--- config.mk ---
export PLATFORM = sky130hd
export DESIGN_NAME = modifier_layer_key_remapper
export DESIGN_NICKNAME = d
export VERILOG_FILES = /design/src/sv/mlkr_pkg.sv /design/src/sv/mlkr_front.sv /design/src/sv/mlkr_queue.sv /design/src/sv/mlkr_back.sv /design/src/sv/modifier_layer_key_remapper.sv
export SDC_FILE = /design/constraint.sdc
export NUM_CORES = 1
export LEC_CHECK = 0
export ABC_AREA = 1
export BUFFER_PORTS_ARGS = -buffer_cell sky130_fd_sc_hd__buf_2
export CORE_MARGIN = 2
export CORE_UTILIZATION = 40
export CTS_BUF_LIST = sky130_fd_sc_hd__clkbuf_4
export CTS_CLUSTER_SIZE = 12
export DETAILED_ROUTE_END_ITERATION = 8
export GPL_ROUTABILITY_DRIVEN = 0
export PLACE_DENSITY = 0.65
export SYNTH_ARGS = -nofsm -noshare
export SYNTH_HDL_FRONTEND = slang
export SYNTH_SLANG_ARGS = --single-unit
--- constraint.sdc ---
create_clock -name clock -period 3.9 [get_ports clock]
set_input_delay 0.195 -clock clock [delete_from_list [all_inputs] [get_ports clock]]
set_output_delay 0.195 -clock clock [all_outputs]
set_load 0.02 [all_outputs]
--- src/sv/mlkr_pkg.sv ---
package mlkr_pkg;

   localparam int KEY_W      = 8;
   localparam int KEY_SLOTS  = 6;
   localparam int KEYS_W     = KEY_W * KEY_SLOTS;
   localparam int CSR_DATA_W = 64;
   localparam int CSR_ADDR_W = 5;
   localparam int STREAM_W   = 16;

   localparam logic              RESET_ENABLED  = 1'b1;
   localparam logic [KEY_W-1:0]  RESET_MODIFIER = 8'd29;
   localparam logic [KEYS_W-1:0] RESET_TRIGGERS = 48'h4C4B4A484441;
   localparam logic [KEYS_W-1:0] RESET_OUTPUTS  = 48'h272628252324;

   typedef enum logic [1:0] {
      REG_ENABLED       = 2'd0,
      REG_MODIFIER_CODE = 2'd1,
      REG_TRIGGER_KEYS  = 2'd2,
      REG_OUTPUT_KEYS   = 2'd3
   } reg_index_type;

   localparam logic KIND_EVENT   = 1'b0;
   localparam logic KIND_VERDICT = 1'b1;

   typedef struct packed {
      logic key_down;
      logic consumed;
   } cmd_flags_type;

   typedef struct packed {
      logic             result_kind;
      logic [KEY_W-1:0] out_code;
      logic             out_down;
      logic             consumed;
      logic             last;
   } rsp_item_type;

endpackage

--- src/sv/mlkr_front.sv ---
module mlkr_front
   import mlkr_pkg::*;
#(
   parameter int NUM_BINDINGS = 6
) (
   input  logic                    clock,
   input  logic                    reset,
   input  logic                    in_valid,
   output logic                    in_ready,
   input  logic [KEY_W-1:0]        key_code,
   input  logic                    key_down,
   input  logic                    injected,
   input  logic                    enabled,
   input  logic [KEY_W-1:0]        modifier_code,
   input  logic [KEYS_W-1:0]       trigger_keys,
   output logic                    cmd_valid,
   input  logic                    cmd_ready,
   output logic [NUM_BINDINGS-1:0] cmd_mask,
   output cmd_flags_type           cmd_flags
);

   logic                    held_ff, held_in;
   logic [NUM_BINDINGS-1:0] active_ff, active_in;
   logic [KEY_W-1:0]        trig [NUM_BINDINGS];
   logic [NUM_BINDINGS-1:0] fire;
   logic                    accept;
   logic                    is_modifier;
   logic                    held_next;

   for (genvar i = 0; i < NUM_BINDINGS; i++) begin : g_trig
      if (i < KEY_SLOTS) begin : g_slot
         assign trig[i] = trigger_keys[KEY_W*i +: KEY_W];
      end else begin : g_none
         assign trig[i] = '0;
      end
   end

   assign in_ready    = cmd_ready;
   assign accept      = in_valid && cmd_ready;
   assign is_modifier = (key_code == modifier_code);
   assign held_next   = is_modifier ? key_down : held_ff;

   always_comb begin
      fire = '0;
      for (int i = 0; i < NUM_BINDINGS; i++) begin
         if (!injected && enabled) begin
            if (key_down) begin
               fire[i] = (trig[i] == key_code) && held_next;
            end else begin
               fire[i] = active_ff[i] && ((trig[i] == key_code) || !held_next);
            end
         end
      end
   end

   always_comb begin
      held_in   = held_ff;
      active_in = active_ff;
      if (accept && !injected) begin
         held_in = held_next;
         if (key_down) begin
            active_in = active_ff | fire;
         end else begin
            active_in = active_ff & ~fire;
         end
      end
   end

   assign cmd_valid          = accept;
   assign cmd_mask           = fire;
   assign cmd_flags.key_down = key_down;
   assign cmd_flags.consumed = !injected && ((|fire) || is_modifier);

   always_ff @(posedge clock) begin
      if (reset) begin
         held_ff   <= 1'b0;
         active_ff <= '0;
      end else begin
         held_ff   <= held_in;
         active_ff <= active_in;
      end
   end

   a_press_marks_active: assert property (@(posedge clock) disable iff (reset)
      accept && key_down |=> ((active_ff & $past(fire)) == $past(fire)))
      else $error("fired binding not marked active");

   a_release_clears_active: assert property (@(posedge clock) disable iff (reset)
      accept && !key_down |=> ((active_ff & $past(fire)) == '0))
      else $error("released binding still active");

endmodule

--- src/sv/mlkr_queue.sv ---
module mlkr_queue #(
   parameter int WIDTH = 8,
   parameter int DEPTH = 2
) (
   input  logic             clock,
   input  logic             reset,
   input  logic             push,
   output logic             push_ready,
   input  logic [WIDTH-1:0] push_data,
   input  logic             pop,
   output logic             pop_valid,
   output logic [WIDTH-1:0] pop_data
);

   localparam int PTR_W = (DEPTH > 1) ? $clog2(DEPTH) : 1;
   localparam int CNT_W = $clog2(DEPTH + 1);

   logic [WIDTH-1:0] mem_ff [DEPTH];
   logic [PTR_W-1:0] wr_ptr_ff, wr_ptr_in;
   logic [PTR_W-1:0] rd_ptr_ff, rd_ptr_in;
   logic [CNT_W-1:0] count_ff, count_in;
   logic             do_push, do_pop;

   assign push_ready = (count_ff != CNT_W'(DEPTH));
   assign pop_valid  = (count_ff != '0);
   assign pop_data   = mem_ff[rd_ptr_ff];
   assign do_push    = push && push_ready;
   assign do_pop     = pop && pop_valid;

   always_comb begin
      wr_ptr_in = wr_ptr_ff;
      rd_ptr_in = rd_ptr_ff;
      count_in  = count_ff;
      if (do_push) begin
         wr_ptr_in = (wr_ptr_ff == PTR_W'(DEPTH - 1)) ? '0 : wr_ptr_ff + 1'b1;
      end
      if (do_pop) begin
         rd_ptr_in = (rd_ptr_ff == PTR_W'(DEPTH - 1)) ? '0 : rd_ptr_ff + 1'b1;
      end
      if (do_push && !do_pop) begin
         count_in = count_ff + 1'b1;
      end else if (do_pop && !do_push) begin
         count_in = count_ff - 1'b1;
      end
   end

   always_ff @(posedge clock) begin
      if (reset) begin
         wr_ptr_ff <= '0;
         rd_ptr_ff <= '0;
         count_ff  <= '0;
      end else begin
         wr_ptr_ff <= wr_ptr_in;
         rd_ptr_ff <= rd_ptr_in;
         count_ff  <= count_in;
      end
   end

   always_ff @(posedge clock) begin
      if (do_push) begin
         mem_ff[wr_ptr_ff] <= push_data;
      end
   end

endmodule

--- src/sv/mlkr_back.sv ---
module mlkr_back
   import mlkr_pkg::*;
#(
   parameter int NUM_BINDINGS = 6
) (
   input  logic                    clock,
   input  logic                    reset,
   input  logic                    cmd_valid,
   output logic                    cmd_pop,
   input  logic [NUM_BINDINGS-1:0] cmd_mask,
   input  cmd_flags_type           cmd_flags,
   input  logic [KEYS_W-1:0]       output_keys,
   output logic                    rsp_valid,
   input  logic                    rsp_ready,
   output rsp_item_type            rsp_item
);

   logic                    cur_valid_ff, cur_valid_in;
   logic [NUM_BINDINGS-1:0] cur_mask_ff, cur_mask_in;
   cmd_flags_type           cur_flags_ff, cur_flags_in;
   logic                    rsp_valid_ff, rsp_valid_in;
   rsp_item_type            rsp_item_ff, rsp_item_in;
   logic [KEY_W-1:0]        mapped [NUM_BINDINGS];
   logic [NUM_BINDINGS-1:0] low_bit;
   logic [KEY_W-1:0]        low_code;
   logic                    load_ok, emit, finish;

   for (genvar i = 0; i < NUM_BINDINGS; i++) begin : g_map
      if (i < KEY_SLOTS) begin : g_slot
         assign mapped[i] = output_keys[KEY_W*i +: KEY_W];
      end else begin : g_none
         assign mapped[i] = '0;
      end
   end

   assign low_bit = cur_mask_ff & (~cur_mask_ff + 1'b1);

   always_comb begin
      low_code = '0;
      for (int i = 0; i < NUM_BINDINGS; i++) begin
         low_code = low_code | (low_bit[i] ? mapped[i] : '0);
      end
   end

   assign load_ok = !rsp_valid_ff || rsp_ready;
   assign emit    = cur_valid_ff && load_ok;
   assign finish  = emit && (cur_mask_ff == '0);
   assign cmd_pop = !cur_valid_ff || finish;

   always_comb begin
      cur_valid_in = cur_valid_ff;
      cur_mask_in  = cur_mask_ff;
      cur_flags_in = cur_flags_ff;
      if (cmd_pop) begin
         cur_valid_in = cmd_valid;
         cur_mask_in  = cmd_mask;
         cur_flags_in = cmd_flags;
      end else if (emit) begin
         cur_mask_in = cur_mask_ff & ~low_bit;
      end
   end

   always_comb begin
      rsp_valid_in = rsp_valid_ff;
      rsp_item_in  = rsp_item_ff;
      if (emit) begin
         rsp_valid_in = 1'b1;
         if (cur_mask_ff != '0) begin
            rsp_item_in.result_kind = KIND_EVENT;
            rsp_item_in.out_code    = low_code;
            rsp_item_in.out_down    = cur_flags_ff.key_down;
            rsp_item_in.consumed    = 1'b0;
            rsp_item_in.last        = 1'b0;
         end else begin
            rsp_item_in.result_kind = KIND_VERDICT;
            rsp_item_in.out_code    = '0;
            rsp_item_in.out_down    = 1'b0;
            rsp_item_in.consumed    = cur_flags_ff.consumed;
            rsp_item_in.last        = 1'b1;
         end
      end else if (rsp_ready) begin
         rsp_valid_in = 1'b0;
      end
   end

   always_ff @(posedge clock) begin
      if (reset) begin
         cur_valid_ff <= 1'b0;
         rsp_valid_ff <= 1'b0;
      end else begin
         cur_valid_ff <= cur_valid_in;
         rsp_valid_ff <= rsp_valid_in;
      end
   end

   always_ff @(posedge clock) begin
      cur_mask_ff  <= cur_mask_in;
      cur_flags_ff <= cur_flags_in;
      rsp_item_ff  <= rsp_item_in;
   end

   assign rsp_valid = rsp_valid_ff;
   assign rsp_item  = rsp_item_ff;

   a_event_step: assert property (@(posedge clock) disable iff (reset)
      emit && (cur_mask_ff != '0) |=> cur_valid_ff &&
      ($countones(cur_mask_ff) + 1 == $countones($past(cur_mask_ff))))
      else $error("sequencer did not retire exactly one binding");

   a_kind_last: assert property (@(posedge clock) disable iff (reset)
      rsp_valid_ff |-> (rsp_item_ff.last == (rsp_item_ff.result_kind == KIND_VERDICT)))
      else $error("last flag does not match result kind");

   a_event_not_consumed: assert property (@(posedge clock) disable iff (reset)
      rsp_valid_ff && (rsp_item_ff.result_kind == KIND_EVENT) |-> !rsp_item_ff.consumed)
      else $error("synthesized event carries consumed");

endmodule

--- src/sv/modifier_layer_key_remapper.sv ---
// Layer-modifier key remapper. Each raw key event on the req_ stream yields zero or more
// synthesized key events followed by one verdict (tlast high, tuser high) on the rsp_
// stream. The front stage accepts one event per cycle while its two-entry command queue
// has room and updates the modifier and binding state at once; the back sequencer then
// emits one result per cycle while the output register can take it, so an event yields one
// result per fired binding plus its verdict, 1 to NUM_BINDINGS+1. The output register holds
// a result while rsp_tready is low and reloads in the cycle the held one is taken. The
// registers must be written over the csr_ port only while idle; the user is bound, the block does not enforce it.
module modifier_layer_key_remapper
   import mlkr_pkg::*;
#(
   parameter int NUM_BINDINGS = 6
) (
   input  logic                  clock,
   input  logic                  reset,
   input  logic                  req_tvalid,
   output logic                  req_tready,
   input  logic [STREAM_W-1:0]   req_tdata,  // key_code, key_down
   input  logic                  req_tuser,  // injected
   output logic                  rsp_tvalid,
   input  logic                  rsp_tready,
   output logic [STREAM_W-1:0]   rsp_tdata,  // out_code, out_down, consumed
   output logic                  rsp_tuser,  // result_kind
   output logic                  rsp_tlast,
   input  logic                  csr_psel,
   input  logic                  csr_penable,
   input  logic                  csr_pwrite,
   input  logic [CSR_ADDR_W-1:0] csr_paddr,
   input  logic [CSR_DATA_W-1:0] csr_pwdata,
   output logic [CSR_DATA_W-1:0] csr_prdata,
   output logic                  csr_pready
);

   localparam int CMD_W = NUM_BINDINGS + $bits(cmd_flags_type);

   logic              enabled_ff, enabled_in;
   logic [KEY_W-1:0]  modifier_code_ff, modifier_code_in;
   logic [KEYS_W-1:0] trigger_keys_ff, trigger_keys_in;
   logic [KEYS_W-1:0] output_keys_ff, output_keys_in;
   reg_index_type     csr_index;
   logic              csr_write;

   logic                    front_valid, front_ready;
   logic [NUM_BINDINGS-1:0] front_mask;
   cmd_flags_type           front_flags;
   logic                    q_valid, q_pop;
   logic [CMD_W-1:0]        q_data;
   logic [NUM_BINDINGS-1:0] q_mask;
   cmd_flags_type           q_flags;
   rsp_item_type            rsp_item;

   assign csr_pready = 1'b1;
   assign csr_write  = csr_psel && csr_penable && csr_pwrite && csr_pready;
   assign csr_index  = reg_index_type'(csr_paddr[CSR_ADDR_W-1:3]);

   always_comb begin
      enabled_in       = enabled_ff;
      modifier_code_in = modifier_code_ff;
      trigger_keys_in  = trigger_keys_ff;
      output_keys_in   = output_keys_ff;
      if (csr_write) begin
         case (csr_index)
            REG_ENABLED:       enabled_in       = csr_pwdata[0];
            REG_MODIFIER_CODE: modifier_code_in = csr_pwdata[KEY_W-1:0];
            REG_TRIGGER_KEYS:  trigger_keys_in  = csr_pwdata[KEYS_W-1:0];
            REG_OUTPUT_KEYS:   output_keys_in   = csr_pwdata[KEYS_W-1:0];
            default: begin
            end
         endcase
      end
   end

   always_comb begin
      case (csr_index)
         REG_ENABLED:       csr_prdata = CSR_DATA_W'(enabled_ff);
         REG_MODIFIER_CODE: csr_prdata = CSR_DATA_W'(modifier_code_ff);
         REG_TRIGGER_KEYS:  csr_prdata = CSR_DATA_W'(trigger_keys_ff);
         REG_OUTPUT_KEYS:   csr_prdata = CSR_DATA_W'(output_keys_ff);
         default:           csr_prdata = '0;
      endcase
   end

   always_ff @(posedge clock) begin
      if (reset) begin
         enabled_ff       <= RESET_ENABLED;
         modifier_code_ff <= RESET_MODIFIER;
         trigger_keys_ff  <= RESET_TRIGGERS;
         output_keys_ff   <= RESET_OUTPUTS;
      end else begin
         enabled_ff       <= enabled_in;
         modifier_code_ff <= modifier_code_in;
         trigger_keys_ff  <= trigger_keys_in;
         output_keys_ff   <= output_keys_in;
      end
   end

   mlkr_front #(
      .NUM_BINDINGS (NUM_BINDINGS)
   ) u_front (
      .clock         (clock),
      .reset         (reset),
      .in_valid      (req_tvalid),
      .in_ready      (req_tready),
      .key_code      (req_tdata[KEY_W-1:0]),
      .key_down      (req_tdata[KEY_W]),
      .injected      (req_tuser),
      .enabled       (enabled_ff),
      .modifier_code (modifier_code_ff),
      .trigger_keys  (trigger_keys_ff),
      .cmd_valid     (front_valid),
      .cmd_ready     (front_ready),
      .cmd_mask      (front_mask),
      .cmd_flags     (front_flags)
   );

   mlkr_queue #(
      .WIDTH (CMD_W),
      .DEPTH (2)
   ) u_queue (
      .clock      (clock),
      .reset      (reset),
      .push       (front_valid),
      .push_ready (front_ready),
      .push_data  ({front_mask, front_flags}),
      .pop        (q_pop),
      .pop_valid  (q_valid),
      .pop_data   (q_data)
   );

   assign q_mask  = q_data[CMD_W-1 -: NUM_BINDINGS];
   assign q_flags = cmd_flags_type'(q_data[$bits(cmd_flags_type)-1:0]);

   mlkr_back #(
      .NUM_BINDINGS (NUM_BINDINGS)
   ) u_back (
      .clock       (clock),
      .reset       (reset),
      .cmd_valid   (q_valid),
      .cmd_pop     (q_pop),
      .cmd_mask    (q_mask),
      .cmd_flags   (q_flags),
      .output_keys (output_keys_ff),
      .rsp_valid   (rsp_tvalid),
      .rsp_ready   (rsp_tready),
      .rsp_item    (rsp_item)
   );

   assign rsp_tdata = STREAM_W'({rsp_item.consumed, rsp_item.out_down, rsp_item.out_code});
   assign rsp_tuser = rsp_item.result_kind;
   assign rsp_tlast = rsp_item.last;

endmodule

Word-level counts from Yosys, hierarchy flattened

Memory sizes are Yosys's and may differ from the RTL's. A register that Yosys moved wholly into a read port is not among the register bits.
Cells that the tools add are included.

Output and inout port bits: 85
Memories kept: 1
Bits of input ports: 93
Register bits: 138
RAM bits: 16
ROM bits: 0
Word-level logic and storage cells: 133
Bits in latches: 0

Memory list:

| name           | depth | bits a word | rd ports | clocked after memory_dff | wr ports | RTL line         | source |
|---|---|---|---|---|---|---|---|
| u_queue.mem_ff | 2     | 8           | 1        | 1                        | 1        | mlkr_queue.sv:18 | `logic [WIDTH-1:0] mem_ff [DEPTH];` |

$lt $le $gt $ge: 0
Reductions and logical operators: 51
Eq/ne operators: 11
$mul: 0
$add $sub $neg: 5
Muxes and demuxes: 34
Shift-type cells: 0
Bitwise operators: 12
Divide/modulo/power cells: 0

Operators by type and width:

| operator                                                         | count |
|---|---|
| 64-bit case mux with 4 select lines                              | 1 |
| 8-bit == test                                                    | 7 |
| 8-bit 2-to-1 mux                                                 | 6 |
| 8-bit OR                                                         | 5 |
| 1-bit logical AND                                                | 24 |
| 1-bit 2-to-1 mux                                                 | 21 |
| 6-bit AND                                                        | 3 |
| 6-bit 2-to-1 mux                                                 | 3 |
| 6-bit inverter                                                   | 3 |
| 12-bit 2-to-1 mux                                                | 1 |
| 1-bit logical OR                                                 | 9 |
| 2-bit AND reduction                                              | 4 |
| 2-bit nonzero test                                               | 4 |
| 6-bit by 1-bit adder with 6-bit output (second input constant)   | 1 |
| 1-bit zero test                                                  | 6 |
| 6-bit zero test                                                  | 1 |
| 6-bit OR                                                         | 1 |
| 6-bit nonzero test                                               | 1 |
| 6-bit OR reduction                                               | 1 |
| 2-bit == test (second input constant)                            | 2 |
| 2-bit 2-to-1 mux                                                 | 2 |
| 1-bit adder (second input constant)                              | 2 |
| 2-bit by 1-bit adder with 2-bit output (second input constant)   | 1 |
| 2-bit by 1-bit == test with 1-bit output (second input constant) | 1 |
| other kinds (3)                                                  | 3 |

Logic depth before layout (Yosys ltp)

Gate-level depths: netlist of run 1.

Word-level depth: 10
Mapped depth: 15

Modules after synthesis

Synthesis of run 1 repeated with hierarchy kept, for this count alone.

Cells, all modules: 1,142
Area, all modules: 8,389.3 µm²

Modules (own cells, without submodules):

| module                      | instances | area an instance (µm²) | cells an instance |
|---|---|---|---|
| modifier_layer_key_remapper | 1         | 4,857.2                | 698 |
| mlkr_front                  | 1         | 1,390.1                | 219 |
| mlkr_back                   | 1         | 1,316.3                | 163 |
| mlkr_queue                  | 1         | 825.8                  | 62 |

Least setup slack after synthesis of run 1

No wires, ideal clock.

Path kind: flip-flop to flip-flop
Start point: register u_back.cur_mask_ff[0]
End point: register u_queue.count_ff[1]
Path buffers: 1
Required time: 3.778 ns
Stages on the path, launching flop included: 15
Setup slack: 1.815 ns
Clock period less this slack: 2.085 ns
Arrival: 1.963 ns
Cells stage by stage: edfxtp_1 -> buf_6 -> nor2_4 -> nand2_2 -> nor2_2 -> nand2_2 -> nor2_4 -> a21oi_4 -> inv_4 -> o21ai_4 -> ha_1 -> a21oi_1 -> o21ai_0 -> o21ai_0 -> a21oi_1

Cells in the longest elaborated chain, start to end: 7
Elaborated cells on any way between the ends: 9

Ends and longest elaborated chain:

| what                                                          | RTL line         | source |
|---|---|---|
| from (decl)                                                   | mlkr_back.sv:19  | `logic [NUM_BINDINGS-1:0] cur_mask_ff, cur_mask_in;` |
| from (signal assigned)                                        | mlkr_back.sv:97  | `cur_mask_ff <= cur_mask_in;` |
| 6-bit zero test (*)                                           | mlkr_back.sv:47  | `assign finish = emit && (cur_mask_ff == '0);` |
| 1-bit logical AND (*)                                         | mlkr_back.sv:47  |  |
| 1-bit logical OR (*)                                          | mlkr_back.sv:48  | `assign cmd_pop = !cur_valid_ff \|\| finish;` |
| 1-bit logical AND (*)                                         | mlkr_queue.sv:28 | `assign do_pop = pop && pop_valid;` |
| 1-bit zero test                                               | mlkr_queue.sv:40 | `if (do_push && !do_pop) begin` |
| 1-bit logical AND                                             | mlkr_queue.sv:40 |  |
| 2-bit 2-to-1 mux / 2-bit nonzero test (equally long branches) | n/a              |  |
| to (signal assigned)                                          | mlkr_queue.sv:55 | `count_ff <= count_in;` |
| to (decl)                                                     | mlkr_queue.sv:21 | `logic [CNT_W-1:0] count_ff, count_in;` |

Mark *: on every way between the ends. The rest lies on a longest branch, timed or not.
A chain may end at the register's enable or synchronous reset.

Final worst setup path of run 1

Start point: input port csr_paddr[3]
End point: output port csr_prdata[36]

Cells in the longest elaborated chain, start to end: 2
Elaborated cells on any way between the ends: 5

Ends and longest elaborated chain:

| what                                        | RTL line                          | source |
|---|---|---|
| from (decl)                                 | modifier_layer_key_remapper.sv:28 | `input logic [CSR_ADDR_W-1:0] csr_paddr,` |
| 2-bit == test, or another cell as far along | modifier_layer_key_remapper.sv:74 | `case (csr_index)` |
| 64-bit case mux with 4 select lines (*)     | modifier_layer_key_remapper.sv:74 |  |
| to (decl)                                   | modifier_layer_key_remapper.sv:30 | `output logic [CSR_DATA_W-1:0] csr_prdata,` |

Mark *: on every way between the ends. The rest lies on a longest branch, timed or not. The select of a mux whose other input is x is not followed.

==> summary.json, run 1 <==
{
  "synthAdderAreaFrac": {"value": 0.00165},
  "post_synth_num_cell_types": {"value": 42},
  "post_synthesis_instance_total": {"value": 980},
  "timing.hold.worst.class": {"value": "input pin to flip-flop"},
  "finalSetupViolations": {"value": 0},
  "layout_worst_path_cycle_share": {"value": 0.643},
  "fin_worst_hold_slack": {"value": 0.0973, "unit": "ns"},
  "slew_headroom": {"value": 0.317},
  "core": {"value": 0.0186, "unit": "mm2"},
  "synth_compound_gate_area_share": {"value": 0.174},
  "rows": {"value": 50},
  "synth-async-reset-ratio": {"value": 0},
  "number_of_antenna_violations_at_the_first_check_in_global_routing": {"value": 1},
  "ctsHtreeMaxLevel": {"value": 4},
  "multiplexer_share_of_the_synthesized_area": {"value": 0},
  "clock_sinks": {"value": 154},
  "insertion_delay": {"value": 0.56, "unit": "ns"},
  "start_util": {"value": 0.406},
  "synth_edf_count": {"value": 35},
  "first_global_vias": {"value": 6166},
  "rsz0062_at_grt": {"value": "false"},
  "synthMostInstantiatedCell": {"value": "nand2_1"},
  "fmax_achieved": {"value": 399, "unit": "MHz"},
  "total_track_usage": {"value": 0.214},
  "worst_slew_pin_slew": {"value": 1.02, "unit": "ns"},
  "synth.cell_area": {"value": 0.00757, "unit": "mm2"},
  "synth_warnings": {"value": 0},
  "end_kind": {"value": "primary output"},
  "cts_inserted_buffers": {"value": 17},
  "syn_area_per_cell": {"value": 7.73, "unit": "um2"},
  "clk_slew_on_worst_s_h_paths": {"value": 0.11, "unit": "ns"},
  "endpoint": {"value": "csr_prdata[36]"},
  "detail_route.wl_per_cell": {"value": 15.6, "unit": "um"},
  "final_hold_vios": {"value": 0},
  "globalRoute.totalOverflow": {"value": 0},
  "timing.rr.end": {"value": "u_queue.count_ff[1]$_SDFFE_PP0P_"},
  "detail-route-antenna-nets": {"value": 0},
  "synth_top_cells_by_area": {"value": "dfxtp_1, edfxtp_1, nand2_1"},
  "critical_path_data_required_time": {"value": 3.70, "unit": "ns"},
  "critical_path_class": {"value": "input pin to primary output"},
  "numPortBuffers": {"value": 128},
  "proportion_of_layout_cells_with_a_drive_suffix_above_1": {"value": 0.175},
  "timing.critical_path.from_type": {"value": "input pin"},
  "grt_pass1_wl": {"value": 33300, "unit": "um"},
  "drt-initial-drc-count": {"value": 500},
  "area_delta_synth_final": {"value": 18.8, "unit": "%"},
  "outcome": {"value": "completed"},
  "critPathLaunch": {"value": "csr_paddr[3]"},
  "post-route-util": {"value": 0.482},
  "post-synth-top-area-fraction": {"value": 0.315},
  "synthTopCellsByCount": {"value": "nand2_1, dfxtp_1, nor2_1"},
  "yosys.area_share.simple": {"value": 0.212},
  "tritoncts_clock_tree": {"value": "done"},
  "post_synth_xor_area_fraction": {"value": 0.0451},
  "drt_first_pass_iters": {"value": 5},
  "regToRegStartpoint": {"value": "u_back.cur_mask_ff[0]$_SDFFCE_PP0P_"},
  "die_width": {"value": 142, "unit": "um"},
  "route.final.wire_length": {"value": 21600, "unit": "um"},
  "synthDominantAreaCellType": {"value": "dfxtp_1"},
  "dominantRegCellSynth": {"value": "dfxtp_1"},
  "drc_violations_left": {"value": 0},
  "period_minus_slack": {"value": 2.51, "unit": "ns"},
  "ys_seq_elements": {"value": 154},
  "die_area": {"value": 0.0200, "unit": "mm2"},
  "worst-r2r-cell-count": {"value": 13},
  "synth.yosys.seq_area_share": {"value": 0.453},
  "clock_path_buffers": {"value": 2},
  "dominant_combinational_cell_family_by_area_after_synthesis": {"value": "simple AND/OR/NAND/NOR gates"},
  "chipHeight": {"value": 142, "unit": "um"},
  "ir_drop": {"value": 0.000166, "unit": "V"},
  "via_per_inst": {"value": 5.02},
  "final.setup.tns": {"value": 0, "unit": "ns"},
  "total_leakage_power": {"value": 4.01, "unit": "nW"},
  "nets": {"value": 1227},
  "clock_tree.root_cell": {"value": "clkbuf_4"},
  "max_cap_violations": {"value": 0},
  "report.power.total": {"value": 3.95, "unit": "mW"},
  "dp.final_hpwl": {"value": 15000, "unit": "um"},
  "r2r_setup_slack": {"value": 1.53, "unit": "ns"},
  "critPathArrivalTime": {"value": 2.31, "unit": "ns"},
  "io-pin-count": {"value": 178},
  "crit_fanout": {"value": 38},
  "power.density": {"value": 439, "unit": "mW/mm2"},
  "post-cts-setup-buffer-count": {"value": 0},
  "maximum_number_of_pins_on_one_net_before_global_route_repair": {"value": 52},
  "vias": {"value": 6927},
  "maxSlewViolCount": {"value": 0},
  "skew": {"value": 0.0202, "unit": "ns"}
}
## cell families (layout without fill, tap and decap cells)
family,count (synthesis),count (layout)
simple gates,381,381
compound gates,223,223
buf+inv,180,325
flops,154,154
xor+xnor,39,39
other cells,2,24
fa+ha+maj,1,1
## state kept, by name, summed over array words and instances, names as in the netlist, named ones only
register and count:
output_keys_ff 48, trigger_keys_ff 48, u_queue.mem_ff 16, u_back.rsp_item 11, modifier_code_ff 8, u_back.cur_mask_ff 6, u_back.cur_flags_ff 2, u_queue.count_ff 2
enabled_ff 1, u_back.cur_valid_ff 1, u_back.rsp_valid 1, u_front.held_ff 1, u_queue.rd_ptr_ff 1, u_queue.wr_ptr_ff 1
## worst min-delay path by stage
| stage | from | to | slack, ns | depth (start not counted) |
|---|---|---|---|---|
| finish | req_tvalid | u_queue.wr_ptr_ff$_SDFFE_PP0P_ | 0.1 | 5 |
| global route | req_tvalid | u_queue.wr_ptr_ff$_SDFFE_PP0P_ | 0.11 | 5 |
| CTS | req_tvalid | u_queue.wr_ptr_ff$_SDFFE_PP0P_ | 0.07 | 5 |
| detailed placement | csr_pwdata[25] | trigger_keys_ff[25]$_SDFFE_PP1P_ | 0.43 | 3 |
| global placement | csr_pwdata[25] | trigger_keys_ff[25]$_SDFFE_PP1P_ | 0.43 | 3 |
| floorplan | reset | flip-flop | 0.26 | 1 |
## cell usage in the layout (no fill, tap or decap), types with 3 or more instances in the layout
cell / instances
inv_1: 90
nand2_2: 5
clkinv_2: 4
nand2_1: 199
nor2_4: 5
o211ai_1: 24
clkinv_1: 3
o22ai_1: 9
buf_2: 128
xnor2_1: 26
clkbuf_4: 19
nor2_2: 3
o31ai_1: 5
nor2_1: 113
o221ai_1: 15
dlygate4sd3_1: 54
edfxtp_1: 35
inv_2: 10
a221oi_1: 3
nand3_1: 42
a22o_1: 5
buf_4: 7
conb_1: 23
nand4_1: 6
o21ai_0: 101
xor2_1: 13
a21oi_1: 56
inv_4: 5
dfxtp_1: 119
## final cells by class
class,instances,area [um2]
Fill cell,1869,9650
Sequential cell,154,3430
Multi-Input combinational cell,667,3370
Timing Repair Buffer,189,1230
Inverter,104,398
Tap cell,234,293
Clock buffer,19,143
Clock inverter,13,125
Antenna cell,1,2.50
## layer usage
layer  vias up  track usage  wire [um]
met3        22       0.0391       1370
met2       240        0.340       9850
li1       3484            -          -
met5         -            0          0
met1      3181        0.301      10100
met4         0       0.0574        276
## power by group
part,total (mW),switching (mW),internal [mW]
Clock,0.968,0.579,0.389
Combinational,1.02,0.680,0.339
Sequential,1.96,0.107,1.85
## through the flow
stage          setup WS, ns  area (um2)  instances
2_1_floorplan          1.81        7650       1001
3_3_place_gp           1.53        8180       1294
3_5_place_dp           1.53        8180       1294
4_1_cts                1.42        8990       1380
5_1_grt                1.22        8990       1381
6_report               1.39        8990       1381
## worst max-delay path, cell delays in order
cell and delay, ns:
dlygate4sd3_1 0.53, buf_2 0.16, nand2_1 0.10, buf_4 0.40, inv_1 0.39, a22o_1 0.34
buf_2 0.17
## timing repair
action	4_1_cts	5_1_grt
gates resized for setup	0	0
hold buffers	54	0
endpoints found under the setup margin	0	0
hold endpoints to repair	117	0
Power figures use the tool's default switching activity.
==> inputs of run 2 (changes only) <==
==> constraint.sdc (replaced) <==
create_clock -name clock -period 2.45 [get_ports clock]
set_input_delay 0.1225 -clock clock [delete_from_list [all_inputs] [get_ports clock]]
set_output_delay 0.1225 -clock clock [all_outputs]
set_load 0.02 [all_outputs]
==> summary.json, run 2 (same netlist as run 1, synthesis figures left out) <==
{
  "slew_headroom": {"value": 0.503},
  "timing.critical_path.slowest_stage_cell": {"value": "dlygate4sd3_1"},
  "largest_registers": {"value": "output_keys_ff: 48 flops, trigger_keys_ff: 48 flops, u_queue.mem_ff: 16 flops"},
  "timing.hold.worst.class": {"value": "input pin to flip-flop"},
  "timing.critical_path.max_delay_family": {"value": "buffers and inverters"},
  "clock_sinks": {"value": 154},
  "critical_path_class": {"value": "input pin to primary output"},
  "clk_slew_on_worst_s_h_paths": {"value": 0.13, "unit": "ns"},
  "dp.final_hpwl": {"value": 15200, "unit": "um"},
  "maxSlewViolCount": {"value": 0},
  "layout_worst_path_cycle_share": {"value": 0.965},
  "cts.hold.buffers_added": {"value": 55},
  "number_of_antenna_violations_at_the_first_check_in_global_routing": {"value": 1},
  "final_cells": {"value": 1387},
  "period_minus_slack": {"value": 2.36, "unit": "ns"},
  "ctsHtreeMaxLevel": {"value": 4},
  "cts_resized": {"value": 0},
  "worst_slew_pin_slew": {"value": 0.743, "unit": "ns"},
  "ir_drop": {"value": 0.000261, "unit": "V"},
  "power.density": {"value": 694, "unit": "mW/mm2"},
  "tritoncts_clock_tree": {"value": "done"},
  "critPathArrivalTime": {"value": 2.24, "unit": "ns"},
  "report.power.total": {"value": 6.30, "unit": "mW"},
  "io-pin-count": {"value": 178},
  "fmax_achieved": {"value": 423, "unit": "MHz"},
  "insertion_delay": {"value": 0.57, "unit": "ns"},
  "end_kind": {"value": "primary output"},
  "grt_pass1_wl": {"value": 34200, "unit": "um"},
  "crit_fanout": {"value": 38},
  "worst_slack": {"value": 0.0864, "unit": "ns"},
  "detail-route-antenna-nets": {"value": 0},
  "cp_cell_sequence": {"value": "dlygate4sd3_1, buf_2, nand2_1, buf_4, inv_1, a22o_1, buf_2"},
  "numPortBuffers": {"value": 128},
  "total_track_usage": {"value": 0.220},
  "hp-start": {"value": "csr_penable"},
  "outcome": {"value": "completed"},
  "die_width": {"value": 142, "unit": "um"},
  "skew": {"value": 0.0221, "unit": "ns"},
  "drt-initial-drc-count": {"value": 538},
  "hold_path_depth": {"value": 5},
  "route.final.wire_length": {"value": 21800, "unit": "um"},
  "proportion_of_layout_cells_with_a_drive_suffix_above_1": {"value": 0.178},
  "pre_cts_slack": {"value": 0.265, "unit": "ns"},
  "max_cap_violations": {"value": 0},
  "crit_path_max_incr_delay": {"value": 0.54, "unit": "ns"},
  "most_common_library_cell_in_the_layout_ignoring_fill_and_taps": {"value": "nand2_1"},
  "detail_route.wl_per_cell": {"value": 15.7, "unit": "um"},
  "die_area": {"value": 0.0200, "unit": "mm2"},
  "path_common_cell": {"value": "buf_2"},
  "regToRegStartpoint": {"value": "u_back.cur_mask_ff[1]$_DFFE_PP_"},
  "nets": {"value": 1233},
  "finalSetupViolations": {"value": 0},
  "drc_violations_left": {"value": 0},
  "start_util": {"value": 0.406},
  "core": {"value": 0.0186, "unit": "mm2"},
  "drt_first_pass_iters": {"value": 5},
  "timing.critical_path.from_type": {"value": "input pin"},
  "post-place-cells": {"value": 1299},
  "mostFrequentLayoutCells": {"value": "nand2_1, buf_2, dfxtp_1"},
  "worst-r2r-cell-count": {"value": 13},
  "chipHeight": {"value": 142, "unit": "um"},
  "rows": {"value": 50},
  "globalRoute.totalOverflow": {"value": 0},
  "register_area": {"value": 0.00343, "unit": "mm2"},
  "rsz0062_at_grt": {"value": "false"},
  "clock_path_buffers": {"value": 2},
  "via_per_inst": {"value": 5.03},
  "final.setup.tns": {"value": 0, "unit": "ns"},
  "hold_path_end": {"value": "enabled_ff$_SDFFE_PP1P_"},
  "vias": {"value": 6979},
  "critPathBufInv": {"value": 5},
  "final_hold_vios": {"value": 0},
  "area_post_placement": {"value": 0.00826, "unit": "mm2"},
  "maximum_number_of_pins_on_one_net_before_global_route_repair": {"value": 60},
  "first_global_vias": {"value": 6357},
  "multi_input_area": {"value": 0.00337, "unit": "mm2"},
  "timing.rr.end": {"value": "u_queue.count_ff[1]$_SDFFE_PP0P_"},
  "post-cts-setup-buffer-count": {"value": 0},
  "fillCellCount": {"value": 1863},
  "design_area_final": {"value": 0.00908, "unit": "mm2"},
  "area_delta_synth_final": {"value": 19.9, "unit": "%"},
  "clock_tree.root_cell": {"value": "clkbuf_4"},
  "critical_path_data_required_time": {"value": 2.33, "unit": "ns"},
  "total_leakage_power": {"value": 4.06, "unit": "nW"},
  "cts_inserted_buffers": {"value": 17},
  "r2r_setup_slack": {"value": 0.24, "unit": "ns"}
}
[run 2: changes by cell type in the layout (fill, tap and decap cells not counted)]
| cell | previous run | this run |
|---|---|---|
| clkinv_2 | 4 | 3 |
| clkinv_4 | 1 | 2 |
| clkinv_1 | 3 | 4 |
| clkinvlp_4 | 1 | 0 |
| buf_4 | 7 | 9 |
| buf_12 | 0 | 3 |
| dlygate4sd3_1 | 54 | 55 |
[run 2: area by class of cell]
cell class	count	share of cell area
diodes	1	0.000276
clock inverters	13	0.0138
flip-flops and latches	154	0.378
well taps	234	0.0322
clock buffers	19	0.0157
multi-input cells	667	0.371
repair buffers	195	0.145
inverters	104	0.0438
[run 2: worst register-to-register path, cell delays in order, from the launching register on]
cell	delay [ns]
edfxtp_1	0.48
nor2_4	0.15
nand2_2	0.07
nor2_2	0.13
nand2_2	0.09
nor2_4	0.12
a21oi_4	0.11
inv_4	0.11
o21ai_4	0.08
ha_1	0.32
a21oi_1	0.12
o21ai_0	0.11
o21ai_0	0.15
a21oi_1	0.05
[run 2: power by group]
group          internal (mW)  switching [mW]
clock network          0.619           0.928
registers               2.95           0.157
logic                  0.566            1.09
total                   4.13            2.17
[run 2: how the worst max path moves through the flow]
| stage | slack [ns] | cells past startpoint | endpoint | start |
|---|---|---|---|---|
| 2_1_floorplan | 0.36 | 14 | u_queue.count_ff[1]$_SDFFE_PP0P_ | u_back.cur_mask_ff[0]$_SDFFCE_PP0P_ |
| 3_3_place_gp | 0.26 | 13 | u_queue.count_ff[1]$_SDFFE_PP0P_ | u_back.cur_mask_ff[1]$_DFFE_PP_ |
| 3_5_place_dp | 0.27 | 13 | u_queue.count_ff[1]$_SDFFE_PP0P_ | u_back.cur_mask_ff[1]$_DFFE_PP_ |
| 4_1_cts | 0.12 | 7 | csr_prdata[36] | csr_paddr[3] |
| 5_1_grt | 0.02 | 7 | csr_prdata[36] | csr_paddr[3] |
| 6_report | 0.09 | 7 | csr_prdata[36] | csr_paddr[3] |
[run 2: through the flow]
step	hold WS (ns)	utilization
finish	0.0960	0.487
global route	0.106	0.487
CTS	0.0545	0.487
detailed placement	0.359	0.443
global placement	0.350	0.443
floorplan	0.185	-
[run 2: routing by layer]
metal	up-vias	track usage	share of wire
met5	-	0	0
met4	0	0.0832	0.023
met3	39	0.0368	0.059
met2	256	0.348	0.45
met1	3182	0.304	0.47
li1	3502	-	-
